**src/sv/tedc_pkg.sv**
```systemverilog
// ----------------------------------------------------------------------------
// tedc_pkg
// Shared codes and constants for the tensor element down-converter.
// ----------------------------------------------------------------------------
package tedc_pkg;

    // configuration register indexes
    localparam logic REG_SOURCE_FORMAT = 1'b0;
    localparam logic REG_TARGET_FORMAT = 1'b1;

    // source format codes
    localparam logic [3:0] SRC_F64  = 4'd0;
    localparam logic [3:0] SRC_F32  = 4'd1;
    localparam logic [3:0] SRC_F16  = 4'd2;
    localparam logic [3:0] SRC_BF16 = 4'd3;
    localparam logic [3:0] SRC_I64  = 4'd4;
    localparam logic [3:0] SRC_I32  = 4'd5;
    localparam logic [3:0] SRC_I16  = 4'd6;
    localparam logic [3:0] SRC_I8   = 4'd7;
    localparam logic [3:0] SRC_U8   = 4'd8;

    // target / result format codes
    localparam logic [1:0] TGT_F32  = 2'd0;
    localparam logic [1:0] TGT_F16  = 2'd1;
    localparam logic [1:0] TGT_BF16 = 2'd2;
    localparam logic [1:0] TGT_RSVD = 2'd3;

    localparam logic [30:0] F32_MAX_MAG = 31'h7F7FFFFF;
    localparam logic [30:0] F32_INF_MAG = 31'h7F800000;
    localparam logic [14:0] F16_NAN_MAG = 15'h7E00;
    localparam logic [14:0] F16_INF_MAG = 15'h7C00;
    // significand of the bf16 scale factor 1.001957f (exponent 0)
    localparam logic [23:0] BF16_SCALE_MANT = 24'h804021;

    typedef enum logic [1:0] {
        KIND_PASS,
        KIND_UNS,
        KIND_DIRECT,
        KIND_ROUND
    } kind_t;

    // per-beat control that rides along every stage
    typedef struct packed {
        kind_t       kind;
        logic [1:0]  tgt;
        logic [1:0]  fmt;
        logic        last;
        logic        sign;
        logic        is_int;
        logic [31:0] direct;
    } ctl_t;

endpackage

```
**src/sv/tensor_element_down_converter.sv**
```systemverilog
// ----------------------------------------------------------------------------
// tensor_element_down_converter
// Converts one raw tensor element per beat to f32, f16 or bf16.
// ----------------------------------------------------------------------------
// Usage:
//   Input channel (in_valid / in_stall) carries element_bits and
//   last_in_tensor. Output channel (out_valid / out_stall) carries
//   result_bits, result_format, unsupported and last_out; one result beat per
//   input beat, in order.
//   source_format and target_format are set through cfg_we / cfg_index /
//   cfg_data while the block is idle.
// Timing:
//   Eight register stages: decode, leading-zero count, normalize, 53-bit
//   rounding (integer to bf16), denormal shift, f32 rounding, f16 convert and
//   bf16 multiply, bf16 rounding into the output register. One beat can
//   enter every cycle while in_stall is low.
// Reset:
//   Pipeline empties, source_format goes to f32 and target_format to f32.
// Stall:
//   A stalled output beat holds in the output register. Empty stages further
//   up keep filling, so in_stall rises only once every stage holds a beat.
// ----------------------------------------------------------------------------
module tensor_element_down_converter
    import tedc_pkg::*;
(
    input  logic        clk,
    input  logic        rst_n,
    input  logic        cfg_we,
    input  logic        cfg_index,
    input  logic [3:0]  cfg_data,
    input  logic        in_valid,
    output logic        in_stall,
    input  logic [63:0] element_bits,
    input  logic        last_in_tensor,
    output logic        out_valid,
    input  logic        out_stall,
    output logic [31:0] result_bits,
    output logic [1:0]  result_format,
    output logic        unsupported,
    output logic        last_out
);

    localparam int STAGES = 8;

    logic [3:0]        src_reg;
    logic [1:0]        tgt_reg;
    logic [STAGES-1:0] v_reg;
    logic [STAGES-1:0] ready;

    // ---------------- configuration ----------------
    always_ff @(posedge clk or negedge rst_n)
    begin
        if (!rst_n)
        begin
            src_reg <= SRC_F32;
            tgt_reg <= TGT_F32;
        end
        else if (cfg_we)
        begin
            case (cfg_index)
                REG_SOURCE_FORMAT: src_reg <= cfg_data;
                REG_TARGET_FORMAT: tgt_reg <= cfg_data[1:0];
                default:           src_reg <= src_reg;
            endcase
        end
    end

    // ---------------- flow control ----------------
    // A stage loads when it is empty or the stage below it moves.
    always_comb
    begin
        ready[STAGES-1] = !v_reg[STAGES-1] || !out_stall;
        for (int i = STAGES - 2; i >= 0; i--)
        begin
            ready[i] = !v_reg[i] || ready[i+1];
        end
    end

    assign in_stall  = !ready[0];
    assign out_valid = v_reg[STAGES-1];

    always_ff @(posedge clk or negedge rst_n)
    begin
        if (!rst_n)
        begin
            v_reg <= '0;
        end
        else
        begin
            if (ready[0])
            begin
                v_reg[0] <= in_valid;
            end
            for (int i = 1; i < STAGES; i++)
            begin
                if (ready[i])
                begin
                    v_reg[i] <= v_reg[i-1];
                end
            end
        end
    end

    // ---------------- stage 1: decode ----------------
    ctl_t               c1_next, c1_reg;
    logic [63:0]        mag1_next, mag1_reg;
    logic signed [11:0] e1_next, e1_reg;
    logic [63:0]        ival;
    logic               ival_ok;

    always_comb
    begin
        ival    = element_bits;
        ival_ok = 1'b1;
        case (src_reg)
            SRC_I64: ival = element_bits;
            SRC_I32: ival = {{32{element_bits[31]}}, element_bits[31:0]};
            SRC_I16: ival = {{48{element_bits[15]}}, element_bits[15:0]};
            SRC_I8:  ival = {{56{element_bits[7]}}, element_bits[7:0]};
            SRC_U8:  ival = {56'd0, element_bits[7:0]};
            default: ival_ok = 1'b0;
        endcase
    end

    always_comb
    begin
        c1_next.kind   = KIND_UNS;
        c1_next.tgt    = tgt_reg;
        c1_next.fmt    = tgt_reg;
        c1_next.last   = last_in_tensor;
        c1_next.sign   = 1'b0;
        c1_next.is_int = 1'b0;
        c1_next.direct = '0;
        mag1_next      = '0;
        e1_next        = '0;
        case (src_reg)
            SRC_F16, SRC_BF16:
            begin
                c1_next.kind   = KIND_PASS;
                c1_next.direct = {16'd0, element_bits[15:0]};
                c1_next.fmt    = (src_reg == SRC_F16) ? TGT_F16 : TGT_BF16;
            end
            SRC_F64:
            begin
                c1_next.sign = element_bits[63];
                c1_next.kind = KIND_DIRECT;
                if (element_bits[62:52] == 11'h7FF)
                begin
                    if (element_bits[51:0] != 52'd0)
                    begin
                        // quiet NaN, top fraction bits kept
                        c1_next.direct = {element_bits[63], 9'h1FF, element_bits[50:29]};
                    end
                    else
                    begin
                        c1_next.direct = {element_bits[63],
                            (tgt_reg == TGT_F32) ? F32_MAX_MAG : F32_INF_MAG};
                    end
                end
                else if (element_bits[62:52] == 11'd0)
                begin
                    // f64 denormals are far below the f32 range
                    c1_next.direct = {element_bits[63], 31'd0};
                end
                else
                begin
                    c1_next.kind = KIND_ROUND;
                    mag1_next    = {1'b1, element_bits[51:0], 11'd0};
                    e1_next      = signed'({1'b0, element_bits[62:52]}) - 12'sd1023;
                end
            end
            SRC_F32:
            begin
                c1_next.kind = KIND_DIRECT;
                if (element_bits[30:23] == 8'hFF && element_bits[22:0] != 23'd0)
                begin
                    c1_next.direct = {element_bits[31], 9'h1FF, element_bits[21:0]};
                end
                else if (element_bits[30:0] == F32_INF_MAG && tgt_reg == TGT_F32)
                begin
                    c1_next.direct = {element_bits[31], F32_MAX_MAG};
                end
                else
                begin
                    c1_next.direct = element_bits[31:0];
                end
            end
            default:
            begin
                if (ival_ok)
                begin
                    c1_next.is_int = 1'b1;
                    c1_next.sign   = ival[63];
                    if (ival == 64'd0)
                    begin
                        c1_next.kind = KIND_DIRECT;
                    end
                    else
                    begin
                        c1_next.kind = KIND_ROUND;
                        mag1_next    = ival[63] ? (~ival + 64'd1) : ival;
                    end
                end
            end
        endcase
        if (c1_next.kind != KIND_PASS && c1_next.kind != KIND_UNS && tgt_reg == TGT_RSVD)
        begin
            c1_next.kind = KIND_UNS;
        end
        if (c1_next.kind == KIND_UNS)
        begin
            c1_next.fmt    = TGT_F32;
            c1_next.direct = '0;
        end
    end

    always_ff @(posedge clk)
    begin
        if (ready[0])
        begin
            c1_reg   <= c1_next;
            mag1_reg <= mag1_next;
            e1_reg   <= e1_next;
        end
    end

    // ---------------- stage 2: leading zeros ----------------
    ctl_t               c2_reg;
    logic [63:0]        mag2_reg;
    logic signed [11:0] e2_reg;
    logic [5:0]         lz2_next, lz2_reg;

    tedc_lzc64 u_lzc (
        .value (mag1_reg),
        .count (lz2_next)
    );

    always_ff @(posedge clk)
    begin
        if (ready[1])
        begin
            c2_reg   <= c1_reg;
            mag2_reg <= mag1_reg;
            e2_reg   <= e1_reg;
            lz2_reg  <= lz2_next;
        end
    end

    // ---------------- stage 3: normalize ----------------
    ctl_t               c3_reg;
    logic [63:0]        m3_reg;
    logic signed [11:0] e3_reg;

    always_ff @(posedge clk)
    begin
        if (ready[2])
        begin
            c3_reg <= c2_reg;
            m3_reg <= mag2_reg << lz2_reg;
            e3_reg <= c2_reg.is_int ? (12'sd63 - signed'({6'd0, lz2_reg})) : e2_reg;
        end
    end

    // ---------------- stage 4: round to 53 bits (int toward bf16) ----------------
    ctl_t               c4_reg;
    logic [63:0]        m4_next, m4_reg;
    logic signed [11:0] e4_next, e4_reg;
    logic [53:0]        sum53;
    logic               inc53;

    always_comb
    begin
        inc53   = m3_reg[10] && ((|m3_reg[9:0]) || m3_reg[11]);
        sum53   = {1'b0, m3_reg[63:11]} + {53'd0, inc53};
        m4_next = m3_reg;
        e4_next = e3_reg;
        if (c3_reg.is_int && c3_reg.tgt == TGT_BF16)
        begin
            if (sum53[53])
            begin
                m4_next = {1'b1, 63'd0};
                e4_next = e3_reg + 12'sd1;
            end
            else
            begin
                m4_next = {sum53[52:0], 11'd0};
            end
        end
    end

    always_ff @(posedge clk)
    begin
        if (ready[3])
        begin
            c4_reg <= c3_reg;
            m4_reg <= m4_next;
            e4_reg <= e4_next;
        end
    end

    // ---------------- stage 5: denormal alignment ----------------
    ctl_t               c5_reg;
    logic [63:0]        s5_next, s5_reg;
    logic               lost5_next, lost5_reg;
    logic               norm5_next, norm5_reg;
    logic               ovf5_next, ovf5_reg;
    logic [7:0]         eb5_reg;
    logic signed [11:0] eb;
    logic signed [11:0] dsh;
    logic [6:0]         sh5;

    always_comb
    begin
        eb         = e4_reg + 12'sd127;
        dsh        = 12'sd1 - eb;
        norm5_next = eb > 12'sd0;
        ovf5_next  = eb >= 12'sd255;
        if (norm5_next)
        begin
            sh5 = 7'd0;
        end
        else if (dsh > 12'sd64)
        begin
            sh5 = 7'd64;
        end
        else
        begin
            sh5 = dsh[6:0];
        end
        s5_next    = m4_reg >> sh5;
        lost5_next = |(m4_reg & ~({64{1'b1}} << sh5));
    end

    always_ff @(posedge clk)
    begin
        if (ready[4])
        begin
            c5_reg    <= c4_reg;
            s5_reg    <= s5_next;
            lost5_reg <= lost5_next;
            norm5_reg <= norm5_next;
            ovf5_reg  <= ovf5_next;
            eb5_reg   <= eb[7:0];
        end
    end

    // ---------------- stage 6: round to f32 ----------------
    ctl_t        c6_reg;
    logic [31:0] u6_next, u6_reg;
    logic [30:0] base6, sum6;
    logic        inc6;
    logic        inf6;

    always_comb
    begin
        base6 = norm5_reg ? {eb5_reg, s5_reg[62:40]} : {7'd0, s5_reg[63:40]};
        inc6  = s5_reg[39] && ((|s5_reg[38:0]) || lost5_reg || s5_reg[40]);
        sum6  = base6 + {30'd0, inc6};
        inf6  = ovf5_reg || (sum6[30:23] == 8'hFF);
        if (c5_reg.kind != KIND_ROUND)
        begin
            u6_next = c5_reg.direct;
        end
        else if (inf6)
        begin
            // f32 target from a float source saturates
            u6_next = {c5_reg.sign, (c5_reg.tgt == TGT_F32 && !c5_reg.is_int)
                                    ? F32_MAX_MAG : F32_INF_MAG};
        end
        else
        begin
            u6_next = {c5_reg.sign, sum6};
        end
    end

    always_ff @(posedge clk)
    begin
        if (ready[5])
        begin
            c6_reg <= c5_reg;
            u6_reg <= u6_next;
        end
    end

    // ---------------- stage 7: f16 convert, bf16 multiply ----------------
    ctl_t              c7_reg;
    logic [31:0]       u7_reg;
    logic [15:0]       h7_next, h7_reg;
    logic [47:0]       p7_reg;
    logic [7:0]        he8;
    logic signed [8:0] eh;
    logic signed [8:0] dh;
    logic [4:0]        shh;
    logic [23:0]       hm, hs;
    logic              hlost;
    logic [14:0]       hbase;
    logic              hg, hst, hlsb;

    always_comb
    begin
        he8   = u6_reg[30:23];
        eh    = signed'({1'b0, he8}) - 9'sd112;
        dh    = 9'sd1 - eh;
        hm    = {1'b1, u6_reg[22:0]};
        shh   = (dh > 9'sd24) ? 5'd25 : dh[4:0];
        hs    = hm >> shh;
        hlost = |(hm & ~({24{1'b1}} << shh));
        if (eh >= 9'sd1)
        begin
            hbase = {eh[4:0], u6_reg[22:13]};
            hg    = u6_reg[12];
            hst   = |u6_reg[11:0];
            hlsb  = u6_reg[13];
        end
        else
        begin
            hbase = {4'd0, hs[23:13]};
            hg    = hs[12];
            hst   = (|hs[11:0]) || hlost;
            hlsb  = hs[13];
        end
        if (he8 == 8'hFF)
        begin
            h7_next = {u6_reg[31], (u6_reg[22:0] != 23'd0) ? F16_NAN_MAG : F16_INF_MAG};
        end
        else if (he8 == 8'd0)
        begin
            h7_next = {u6_reg[31], 15'd0};
        end
        else if (eh >= 9'sd31)
        begin
            h7_next = {u6_reg[31], F16_INF_MAG};
        end
        else
        begin
            h7_next = {u6_reg[31], hbase + {14'd0, hg && (hst || hlsb)}};
        end
    end

    always_ff @(posedge clk)
    begin
        if (ready[6])
        begin
            c7_reg <= c6_reg;
            u7_reg <= u6_reg;
            h7_reg <= h7_next;
            p7_reg <= {he8 != 8'd0, u6_reg[22:0]} * BF16_SCALE_MANT;
        end
    end

    // ---------------- stage 8: bf16 round, output register ----------------
    logic [31:0] bf_f32;
    logic [31:0] bbase, bsum;
    logic        bg, bst, blsb;
    logic [31:0] res_next;
    logic [31:0] res_reg;
    logic [1:0]  fmt_reg;
    logic        uns_reg;
    logic        last_reg;

    always_comb
    begin
        if (u7_reg[30:23] == 8'd0)
        begin
            // denormal input: encoding is linear in the product
            bbase = {8'd0, p7_reg[46:23]};
            bg    = p7_reg[22];
            bst   = |p7_reg[21:0];
            blsb  = p7_reg[23];
        end
        else if (p7_reg[47])
        begin
            bbase = {{1'b0, u7_reg[30:23]} + 9'd1, p7_reg[46:24]};
            bg    = p7_reg[23];
            bst   = |p7_reg[22:0];
            blsb  = p7_reg[24];
        end
        else
        begin
            bbase = {1'b0, u7_reg[30:23], p7_reg[45:23]};
            bg    = p7_reg[22];
            bst   = |p7_reg[21:0];
            blsb  = p7_reg[23];
        end
        bsum = bbase + {31'd0, bg && (bst || blsb)};
        if (u7_reg[30:0] > F32_INF_MAG)
        begin
            bf_f32 = u7_reg;
        end
        else if (u7_reg[30:23] == 8'hFF || bsum[31:23] >= 9'd255)
        begin
            bf_f32 = {u7_reg[31], F32_INF_MAG};
        end
        else
        begin
            bf_f32 = {u7_reg[31], bsum[30:0]};
        end

        case (c7_reg.tgt)
            TGT_F16:  res_next = {16'd0, h7_reg};
            TGT_BF16: res_next = {16'd0, bf_f32[31:16]};
            default:  res_next = u7_reg;
        endcase
        if (c7_reg.kind == KIND_PASS || c7_reg.kind == KIND_UNS)
        begin
            res_next = c7_reg.direct;
        end
    end

    always_ff @(posedge clk)
    begin
        if (ready[7])
        begin
            res_reg  <= res_next;
            fmt_reg  <= c7_reg.fmt;
            uns_reg  <= (c7_reg.kind == KIND_UNS);
            last_reg <= c7_reg.last;
        end
    end

    assign result_bits   = res_reg;
    assign result_format = fmt_reg;
    assign unsupported   = uns_reg;
    assign last_out      = last_reg;

endmodule

```
**src/sv/tedc_lzc64.sv**
```systemverilog
// ----------------------------------------------------------------------------
// tedc_lzc64
// Leading zero count of a 64-bit word (zero input gives 0).
// ----------------------------------------------------------------------------
module tedc_lzc64 (
    input  logic [63:0] value,
    output logic [5:0]  count
);

    always_comb
    begin
        count = 6'd0;
        for (int i = 0; i < 64; i++)
        begin
            if (value[i])
            begin
                count = 6'(63 - i);
            end
        end
    end

endmodule
```
**config.mk**
```make
export PLATFORM = sky130hd
export DESIGN_NAME = tensor_element_down_converter
export DESIGN_NICKNAME = d
export VERILOG_FILES = /design/src/sv/tedc_pkg.sv /design/src/sv/tensor_element_down_converter.sv /design/src/sv/tedc_lzc64.sv
export SDC_FILE = /design/constraint.sdc
export NUM_CORES = 2
export LEC_CHECK = 0
export ABC_AREA = 1
export BUFFER_PORTS_ARGS = -buffer_cell sky130_fd_sc_hd__buf_2
export CORE_ASPECT_RATIO = 2
export CORE_UTILIZATION = 25
export DETAILED_ROUTE_END_ITERATION = 7
export PLACE_DENSITY = 0.44
export SYNTH_ARGS = -nofsm -noshare
export SYNTH_HDL_FRONTEND = slang
export SYNTH_SLANG_ARGS = --single-unit
```
**constraint.sdc**
```tcl
create_clock -name clk -period 17 [get_ports clk]
set_clock_uncertainty 0.1 [all_clocks]
set_input_delay 1.7 -clock clk [delete_from_list [all_inputs] [get_ports clk]]
set_output_delay 1.7 -clock clk [all_outputs]
set_load 0.01 [all_outputs]
```
Yosys cells after proc, flatten, opt, wreduce, memory -nomap -nowiden

Cells that the tools add are included.

Word-level logic and storage cells: 329
Input bits: 75
Output and inout bits: 38
Register bits: 846

Shift-type cells: 5
Bitwise gates (word level): 7
Multiply operators: 1
Multiplexer cells: 120
Reduce and logical (&&, ||, !) cells: 71
Order comparisons: 8
Equal/unequal tests: 22
Add/subtract/negate cells: 13

Operators by type and width:

| cell                                                                   | number |
|---|---|
| 64-bit 2-to-1 mux                                                      | 7 |
| 64-bit case mux with 4 select lines                                    | 1 |
| 32-bit 2-to-1 mux                                                      | 6 |
| 6-bit 2-to-1 mux                                                       | 32 |
| 31-bit 2-to-1 mux                                                      | 6 |
| 64-bit inverter                                                        | 2 |
| 64-bit case mux with 2 select lines                                    | 1 |
| 32-bit case mux with 3 select lines                                    | 1 |
| 5-bit 2-to-1 mux                                                       | 17 |
| 24-bit 2-to-1 mux                                                      | 3 |
| 64-bit by 1-bit adder with 64-bit output (second input constant)       | 1 |
| 64-bit bitwise AND                                                     | 1 |
| 64-bit zero test                                                       | 1 |
| 32-bit case mux with 2 select lines                                    | 1 |
| 64-bit OR reduction                                                    | 1 |
| 64-bit by 6-bit left shift with 64-bit output                          | 1 |
| 64-bit by 7-bit left shift with 64-bit output (first input constant)   | 1 |
| 64-bit by 7-bit >> shifter with 64-bit output                          | 1 |
| 15-bit 2-to-1 mux                                                      | 4 |
| 53-bit by 1-bit adder with 54-bit output                               | 1 |
| 52-bit nonzero test                                                    | 1 |
| 24-bit by 24-bit multiplier with 48-bit output (second input constant) | 1 |
| 23-bit nonzero test                                                    | 2 |
| 39-bit OR reduction                                                    | 1 |
| 66 further kinds                                                       | 153 |

Depth between registers and ports, before layout

Depth in word-level cells: 63
Depth in mapped cells: 63
Gate-level depth less buffers: 63

Hierarchy

From an unflattened synthesis, not the netlist that was laid out.

Cell total of the unflattened synthesis: 6131
Area, all modules: 50988.9 um2

By module, submodules not included:

| module                        | cells an instance | seq. area each (um2) | instances | area each (um2) |
|---|---|---|---|---|
| tensor_element_down_converter | 5910              | 24644.9              | 1         | 49739.0 |
| tedc_lzc64                    | 221               | 0.0                  | 1         | 1249.9 |

Worst setup path before layout

OpenSTA, ideal clock, no wires.

Kind: input to register
Start: input port out_stall
End: register c1_reg[0] (netlist bit) (enable)
Arrival: 19.151 ns
Stages: 15
Slack: -2.721 ns
Data required time: 16.430 ns
Cell sequence: nand2_1 > nor2_1 > inv_1 > nor2_1 > inv_1 > nor2_1 > inv_1 > nor2_1 > inv_1 > nor2_1 > inv_1 > nor2_1 > inv_1 > nor2_1 > inv_1

Longest elaborated chain between the ends: 9

Ends and longest elaborated chain:

| element              | line                                 | RTL |
|---|---|---|
| start, declared      | tensor_element_down_converter.sv:36  | `input logic out_stall,` |
| 1-bit zero test      | tensor_element_down_converter.sv:72  | `ready[STAGES-1] = !v_reg[STAGES-1] \|\| !out_stall;` |
| 1-bit logical OR     | tensor_element_down_converter.sv:72  |  |
| 1-bit logical OR     | tensor_element_down_converter.sv:75  | `ready[i] = !v_reg[i] \|\| ready[i+1];` |
| via ready[6]         | tensor_element_down_converter.sv:48  | `logic [STAGES-1:0] ready;` |
| 1-bit logical OR     | tensor_element_down_converter.sv:75  |  |
| via ready[5]         | tensor_element_down_converter.sv:48  |  |
| 1-bit logical OR     | tensor_element_down_converter.sv:75  |  |
| via ready[4]         | tensor_element_down_converter.sv:48  |  |
| 1-bit logical OR     | tensor_element_down_converter.sv:75  |  |
| via ready[3]         | tensor_element_down_converter.sv:48  |  |
| 1-bit logical OR     | tensor_element_down_converter.sv:75  |  |
| via ready[2]         | tensor_element_down_converter.sv:48  |  |
| 1-bit logical OR     | tensor_element_down_converter.sv:75  |  |
| via ready[1]         | tensor_element_down_converter.sv:48  |  |
| 1-bit logical OR     | tensor_element_down_converter.sv:75  |  |
| end signal, assigned | tensor_element_down_converter.sv:221 | `c1_reg <= c1_next;` |
| end, declared        | tensor_element_down_converter.sv:105 | `ctl_t c1_next, c1_reg;` |

The timed path passes the listed nets, and every way through them passes these cells.
A chain may end at the register's enable or synchronous reset.

Final worst setup path

Start: input port out_stall
End: output port in_stall

Longest elaborated chain between the ends: 10

Ends and longest elaborated chain:

| element          | line                                | RTL |
|---|---|---|
| 1-bit zero test  | tensor_element_down_converter.sv:72 |  |
| 1-bit logical OR | tensor_element_down_converter.sv:72 |  |
| via ready[7]     | tensor_element_down_converter.sv:48 |  |
| 1-bit logical OR | tensor_element_down_converter.sv:75 |  |
| via ready[6]     | tensor_element_down_converter.sv:48 |  |
| 1-bit logical OR | tensor_element_down_converter.sv:75 |  |
| via ready[5]     | tensor_element_down_converter.sv:48 |  |
| 1-bit logical OR | tensor_element_down_converter.sv:75 |  |
| via ready[4]     | tensor_element_down_converter.sv:48 |  |
| 1-bit logical OR | tensor_element_down_converter.sv:75 |  |
| via ready[3]     | tensor_element_down_converter.sv:48 |  |
| 1-bit logical OR | tensor_element_down_converter.sv:75 |  |
| via ready[2]     | tensor_element_down_converter.sv:48 |  |
| 1-bit logical OR | tensor_element_down_converter.sv:75 |  |
| via ready[1]     | tensor_element_down_converter.sv:48 |  |
| 1-bit logical OR | tensor_element_down_converter.sv:75 |  |
| 1-bit zero test  | tensor_element_down_converter.sv:79 | `assign in_stall = !ready[0];` |
| end, declared    | tensor_element_down_converter.sv:32 | `output logic in_stall,` |

The timed path passes the listed nets, and every way through them passes these cells.

==> flow_summary.yaml <==
run_status:
  outcome: "finished clean"
pwr:
  p_total_mw: 12.4
  power_density_nw_per_um2: 231
  ir_drop_v: 0.0000884
  p_leak_nw: 21.9
routing:
  viasPerCell: 4.72
  postRouteAntennaNets: 0
  drc: 0
  drt_pass1_iterations: 5
  route.vias.total: 37600
  wirelength_um: 186000
  detail_route.wl_per_cell_um: 23.4
  dr.first_iter.drc_count: 2070
setup_path:
  cp-end-kind: "output port"
  cp_max_fo: 73
  cp_common_cell: "nor2_1"
  worstReg2RegStart: "v_reg[7]"
  reg2reg_slack_ps: 9070
  crit_path_start_kind: "input port"
  crit_chain: "buf_2 > nand2_2 > nor2_1 > inv_4 > nor2_1 > inv_2 > buf_4 > nor2_1 > inv_4 > nor2_1 > clkinvlp_4 > buf_4 > nor2_1 > clkinvlp_4 > buf_4 > nor2_1 > clkinvlp_4 > buf_4 > nor2_1 > buf_2"
  cp.arrival_ps: 7610
  cp-startpoint: "out_stall"
  r2r_cells: 21
  critPathMaxStageDelay_ps: 730
  cpMaxStageDelayCell: "buf_4"
  endpoint: "in_stall"
  cp.required_ps: 15200
  rr_endpoint: "c1_reg[26]"
  crit_type: "input port to output port"
synthesis:
  synthCells: 5358
  syn_area_um2: 47900
  synthFlopType: "edfxtp_1"
  yosysUniqueCellTypes: 89
  synth_top_area_share: 0.508
  synth-edff-count: 809
  synth_area_leaders: "edfxtp_1, nand2_1, inv_1"
  syn-mean-instance-area_um2: 8.93
  yosysSeqAreaShare: 0.515
  ys_ff_latch: 823
  syn-num-nets: 5612
  synthArstFlopShare: 0.0170
  synth_top_area_cell: "edfxtp_1"
  ys_warn_count: 0
global_route:
  globalRouteMet2Util: 0.398
  grt_pass1_wl_um: 264000
  use_met3: 0.0172
  track_usage: 0.190
  met1_usage: 0.146
  grt_max_degree: 74
  top_usage_layer: "met2"
  antenna_found_initial: 5
  grt_pass1_vias: 39200
  overflow: 0
cts:
  cts.sinks: 823
  htreeDepth: 3
  clk_pin_slew_worst_paths_ps: 70
  cts_buffer_depth: 3
  cts_inserted_buffers: 75
  clockRootBuffer: "clkbuf_16"
  cts_tree: "yes"
  hold_buffers: 0
  cts.repair.resized: 0
  clock_latency_ps: 700
  cts_setup_buffers: 0
cells_and_area:
  drive_above_1_share: 0.0810
  layout_common_cells: "nand2_1, edfxtp_1, inv_1, nor2_1, o21ai_0"
  final_common_cell: "nand2_1"
  nNetsFinal: 5651
  seqCellArea_um2: 24600
  n_fill_cell: 20300
  multi_input_area_um2: 19800
  syn_to_final_growth_pct: 12.1
timing:
  setup-violations-final: 0
  fmax_mhz: 106
  worst_pin_slew_ps: 1420
  hold_viol_final: 0
  post-route-period-util: 0.554
  fin_crit_ps: 9410
  final_max_slew_viol_count: 0
  max_slew_margin: 0.0409
  setup_tns_ps: 0
  rsz0062_at_grt: "false"
floorplan:
  io_pins: 113
  num_rows: 226
  die_x_um: 311
  die-height_um: 621
  start_util: 0.252
  coreArea_um2: 190000
  die_area_um2: 193000
placed_design:
  dp_hpwl_um: 153000
  place_congestion: 1.02
  port_buffers: 112
worst_hold_path:
  hp-start: "c6_reg[38]"
  min_path_type: "flop to flop"
run:
  drv_cap: 0
## worst max-delay path, delay by kind of cell
family                 cells  cell delay, ps
buffers and inverters     12            3900
and+or+nand+nor            8            1850
## worst min path at each step
stage / to / slack [ps] / cells after the start
finish: c7_reg[38] / 300 / 0
global route: c3_reg[13] / 310 / 0
CTS: c7_reg[38] / 290 / 0
detailed placement: c3_reg[13] / 300 / 0
global placement: c7_reg[10] / 300 / 0
floorplan: c2_reg[0] / 300 / 0
## layout make-up
class | instances | area share
Sequential cell | 823 | 0.459
Clock inverter | 49 | 0.0116
Clock buffer | 91 | 0.0363
Inverter | 659 | 0.0466
Tap cell | 2508 | 0.0585
Timing Repair Buffer | 168 | 0.0183
Multi-Input combinational cell | 3670 | 0.369
Antenna cell | 3 | 0.000140
## routing by layer
layer | share of wire | vias to the layer above
met5 | 0 | -
met4 | 0.11 | 0
met3 | 0.025 | 509
met2 | 0.58 | 934
met1 | 0.29 | 17800
li1 | - | 18400
## through the flow
stage	area, um2	utilization	hold slack [ps]	setup WS [ps]	instances
final	53700	0.283	303	7590	7971
after floorplan	47900	-	300	355	5358
after global routing	53700	0.283	306	6830	7969
after detailed placement	51100	0.269	305	7340	7828
after global placement	51100	0.269	303	7310	7828
after CTS	53700	0.283	292	7330	7968
## cell families (layout without fill, tap and decap cells)
family,count (synthesis),after routing,share of synthesized area
buffers and inverters,865,967,0.0714
and+or+nand+nor,2239,2239,0.200
other,0,3,0
xor gates and xnor gates,163,163,0.0303
muxes,56,56,0.0117
AOI/OAI and AO/OA,1033,1033,0.122
adders and majority gates,179,179,0.0491
DFF,823,823,0.515
## report_power, final
part	leakage, nW	switching [mW]	total (mW)	internal [mW]
sequential	8.74	0.561	3.89	3.33
combinational	11.9	4.87	6.73	1.86
clock	1.23	0.816	1.78	0.962
## Yosys cell counts, types with 33 or more instances
cell type,instances
clkbuf_1,118
o21ai_1,161
o22ai_1,57
nor4_1,69
nand2_1,1200
nor3_1,90
xor2_1,108
xnor2_1,52
nand4_1,63
nor2_1,493
mux2i_1,55
nand3_1,213
o21ai_0,397
ha_1,164
inv_2,55
inv_1,592
a21oi_1,223
edfxtp_1,809
buf_1,38
a31oi_1,44
o211ai_1,33
Note: power is estimated with default switching activity, not from simulation.
